[src/hdl/cksr_ram.sv]
// Generic single-write, single-read RAM with registered read data.
`timescale 1ns / 1ps
module cksr_ram #(
    parameter int WIDTH = 8,
    parameter int DEPTH = 256
) (
    input  logic                     clk,
    input  logic                     we,
    input  logic [$clog2(DEPTH)-1:0] waddr,
    input  logic [WIDTH-1:0]         wdata,
    input  logic [$clog2(DEPTH)-1:0] raddr,
    output logic [WIDTH-1:0]         rdata
);

    logic [WIDTH-1:0] mem [DEPTH];
    logic [WIDTH-1:0] rdata_reg;

    always_ff @(posedge clk)
    begin
        if (we)
        begin
            mem[waddr] <= wdata;
        end
        rdata_reg <= mem[raddr];
    end

    assign rdata = rdata_reg;

endmodule

[config.mk]
export PLATFORM = sky130hd
export DESIGN_NAME = cksr_ram
export DESIGN_NICKNAME = d
export VERILOG_FILES = /design/src/hdl/cksr_ram.sv
export SDC_FILE = /design/constraint.sdc
export NUM_CORES = 2
export LEC_CHECK = 0
export BUFFER_PORTS_ARGS = -buffer_cell sky130_fd_sc_hd__buf_2
export CAP_MARGIN = 20
export CORE_UTILIZATION = 44
export DETAILED_ROUTE_END_ITERATION = 6
export GPL_TIMING_DRIVEN = 0
export MAX_ROUTING_LAYER = met4
export SYNTH_ARGS = -nofsm -noshare
export SYNTH_HDL_FRONTEND = slang
export SYNTH_SLANG_ARGS = --single-unit
[constraint.sdc]
create_clock -name clk -period 2.7 [get_ports clk]
set_clock_uncertainty 0.1 [all_clocks]
set_input_delay 0.405 -clock clk [delete_from_list [all_inputs] [get_ports clk]]
set_output_delay 0.405 -clock clk [all_outputs]
set_load 0.01 [all_outputs]
==> flow_summary_export.csv <==
group,metric,value,unit
status,status,"finished with violations",
status,violations,"negative hold slack, negative setup slack",
worst_setup_path,critical_path_peak_fanout,10,
timing,timing.final.ws_setup,-0.2830,ns
yosys,synth_edf_count,2048,
timing,rsz0062_at_grt,"yes",
final_layout,largest_reg_flops,2048,
timing,finalHoldViolations,4,
yosys,syn_area,79560,sq um
yosys,yosysWarnings,0,
clock_network,cts_buffers,201,
yosys,synth_area_per_cell,21.31,sq um
floorplan,io_pins,34,
final_layout,fin_cells,6543,
placed_design,dpl_cell_area,83350,sq um
floorplan,die_w,427.2,um
worst_setup_path,crit_arrival,3.34,ns
placed_design,dp.cells,6151,
floorplan,dieArea,182500,sq um
worst_setup_path,critPathMaxStageDelay,0.79,ns
routing,wl_per_cell,37.71,um
pwr,power_density,732.0,nW/um^2
timing,tightest_slew,1.251,ns
yosys,synth_common_cells,"edfxtp_1, mux4_2, nor2_1, mux2i_1, a22oi_1",
yosys,synth_top_area_cell,"edfxtp_1",
global_routing,first_global_vias,40180,
flow_run,drv_cap,0,
floorplan,die_h,427.2,um
routing,vias_per_cell,6.378,
routing,drt-initial-drc-count,6710,
placed_design,dp_slack,-2.732,ns
routing,num_vias,41730,
final_layout,area_growth_syn_to_layout,15.01,%
clock_network,clockBufferDepth,3,
placed_design,io_buffers,26,
timing,hold_ws,-0.01960,ns
floorplan,coreArea,179000,sq um
timing,fin_tns_setup,-90.07,ns
pwr,ir_drop,0.8067,mV
yosys,ys_seq_elements,2056,
worst_setup_path,worst_setup_path_end_kind,"flip-flop",
yosys,synth_cell_type_count,55,
routing,dr.pass1.iters,6,
worst_setup_path,cp-start-kind,"input port",
clock_network,cts_tree,"done",
timing,setup_viol,795,
clock_network,path_clk_slew,0.06,ns
timing,finalCritPeriodShare,1.105,
worst_setup_path,cp.buffers_inverters,2,
floorplan,fp-row-count,155,
placed_design,hpwl,163500,um
timing,clock.fmax,335.2,MHz
worst_setup_path,path_cells,"clkbuf_1, nor2_1, nand4_1, clkbuf_2, nor2_2",
clock_network,clock_latency,0.87,ns
worst_setup_path,critical-path-top-delay-family,"simple AND/OR/NAND/NOR gates",
clock_network,clockRootBuffer,"clkbuf_16",
final_layout,design_area,91500,sq um
floorplan,start_util,0.4444,
worst_setup_path,worst_path_max_delay_cell,"nor2_1",
final_layout,layout-drive-gt1-share,0.2981,
timing,min_period,2.983,ns
yosys,synthTopCellsByArea,"edfxtp_1, mux4_2, mux2i_1",
min_path,hp-class,"in -> reg",
timing,slew_viol_final,0,
yosys,syn_nets,3759,
clock_network,cts_sinks,2056,
worst_setup_path,path_class,"in -> reg",
yosys,synth-seq-area-share,0.7750,
pwr,power,66.98,mW
yosys,synth_cells,3733,
yosys,synth_most_common_cell,"edfxtp_1",
global_routing,overflow,0,
global_routing,grt_pass1_wl,333800,um
yosys,synthArstFlopShare,0,
placed_design,gp_congestion,0.9680,
pwr,leakagePower,28.05,nW
clock_network,cts_max_level,4,
routing,drtAntennaViolNets,0,
yosys,synth_top_area_share,0.7730,
worst_setup_path,cp.required,3.06,ns
global_routing,grt_usage,0.2797,
global_routing,antenna_found_initial,10,
global_routing,grt_start_max_net_pins,161,
final_layout,finalNetCount,4036,
yosys,ys.flop_type,"edfxtp_1",
routing,wl,246700,um
timing,slew_headroom,0.1657,
routing,remaining_drc_errors,0,
## cell usage in the layout (no fill, tap or decap), types with 32 or more instances in the layout
cell type / instances
nand2_1: 32
buf_2: 53
mux4_2: 454
buf_8: 33
buf_6: 36
clkbuf_2: 49
clkinv_1: 40
a22oi_1: 129
a21oi_1: 81
clkbuf_1: 86
buf_4: 34
nor2_4: 39
nor2_2: 106
o221ai_1: 35
nor2_1: 137
clkinv_2: 47
edfxtp_1: 2048
clkbuf_16: 202
mux2i_1: 132
## what timing repair did
action,CTS,global route
setup endpoints to repair,702,1042
setup buffers,3,2
hold endpoints to repair,150,3
resized for setup,323,139
pin swaps,5,11
hold buffers,4,1
## logic make-up after synthesis
| group | count (synthesis) | synth area share |
|---|---|---|
| compound gates | 385 | 0.03419 |
| buf+inv | 235 | 0.01831 |
| mux | 591 | 0.1462 |
| simple gates | 466 | 0.02628 |
| flops | 2056 | 0.7750 |
## worst paths after layout
kind | start | endpoint | slack [ns] | depth (start not counted)
min reg2reg | mem[32][5]$_DFFE_PP_ | rdata[5]$_DFF_P_ | 1.21 | 6
max reg2reg | mem[211][3]$_DFFE_PP_ | rdata[3]$_DFF_P_ | 0.05 | 7
min | wdata[2] | mem[161][2]$_DFFE_PP_ | -0.02 | 1
max | waddr[2] | mem[67][5]$_DFFE_PP_ | -0.28 | 5
## through the flow
step / hold WS (ns) / utilization
global placement: 0.7024 / 0.4616
CTS: 0.01031 / 0.5078
floorplan: 0.4039 / -
detailed placement: 0.6988 / 0.4657
finish: -0.01960 / 0.5112
global route: 0.005808 / 0.5111
## layer usage
metal / vias up / wire length [um] / track usage / part of all wire
met5: - / 0 / - / 0
met4: 0 / 10430 / 0.09970 / 0.042
met3: 451 / 25890 / 0.06724 / 0.10
met2: 2494 / 113700 / 0.4152 / 0.46
met1: 22480 / 96720 / 0.3781 / 0.39
li1: 16300 / - / - / -
## power by group
part / switching (mW) / total [mW] / internal [mW]
clock: 12.4 / 27.7 / 15.3
sequential: 0.0226 / 35.2 / 35.2
combinational: 2.83 / 4.11 / 1.28
## worst reg2reg max path, cell delays in order (launching register included)
cell,delay (ns)
edfxtp_1,0.35
mux4_2,0.48
a22o_1,0.32
a221oi_4,0.44
o32ai_2,0.24
nor3_1,0.31
nor4_1,0.11
buf_2,0.19
## cell type report
class                      count  area (sq um)
buffer                       231          1758
fill                       14130         87500
sequential                  2056         61660
timing repair buffer          76         944.7
tap                         2355          2947
antenna                        8         20.02
clock buffer                 248          5258
clock inverter               125          1180
inverter                       2         11.26
multi-input combinational   1442         17720
Power figures use the tool's default switching activity.
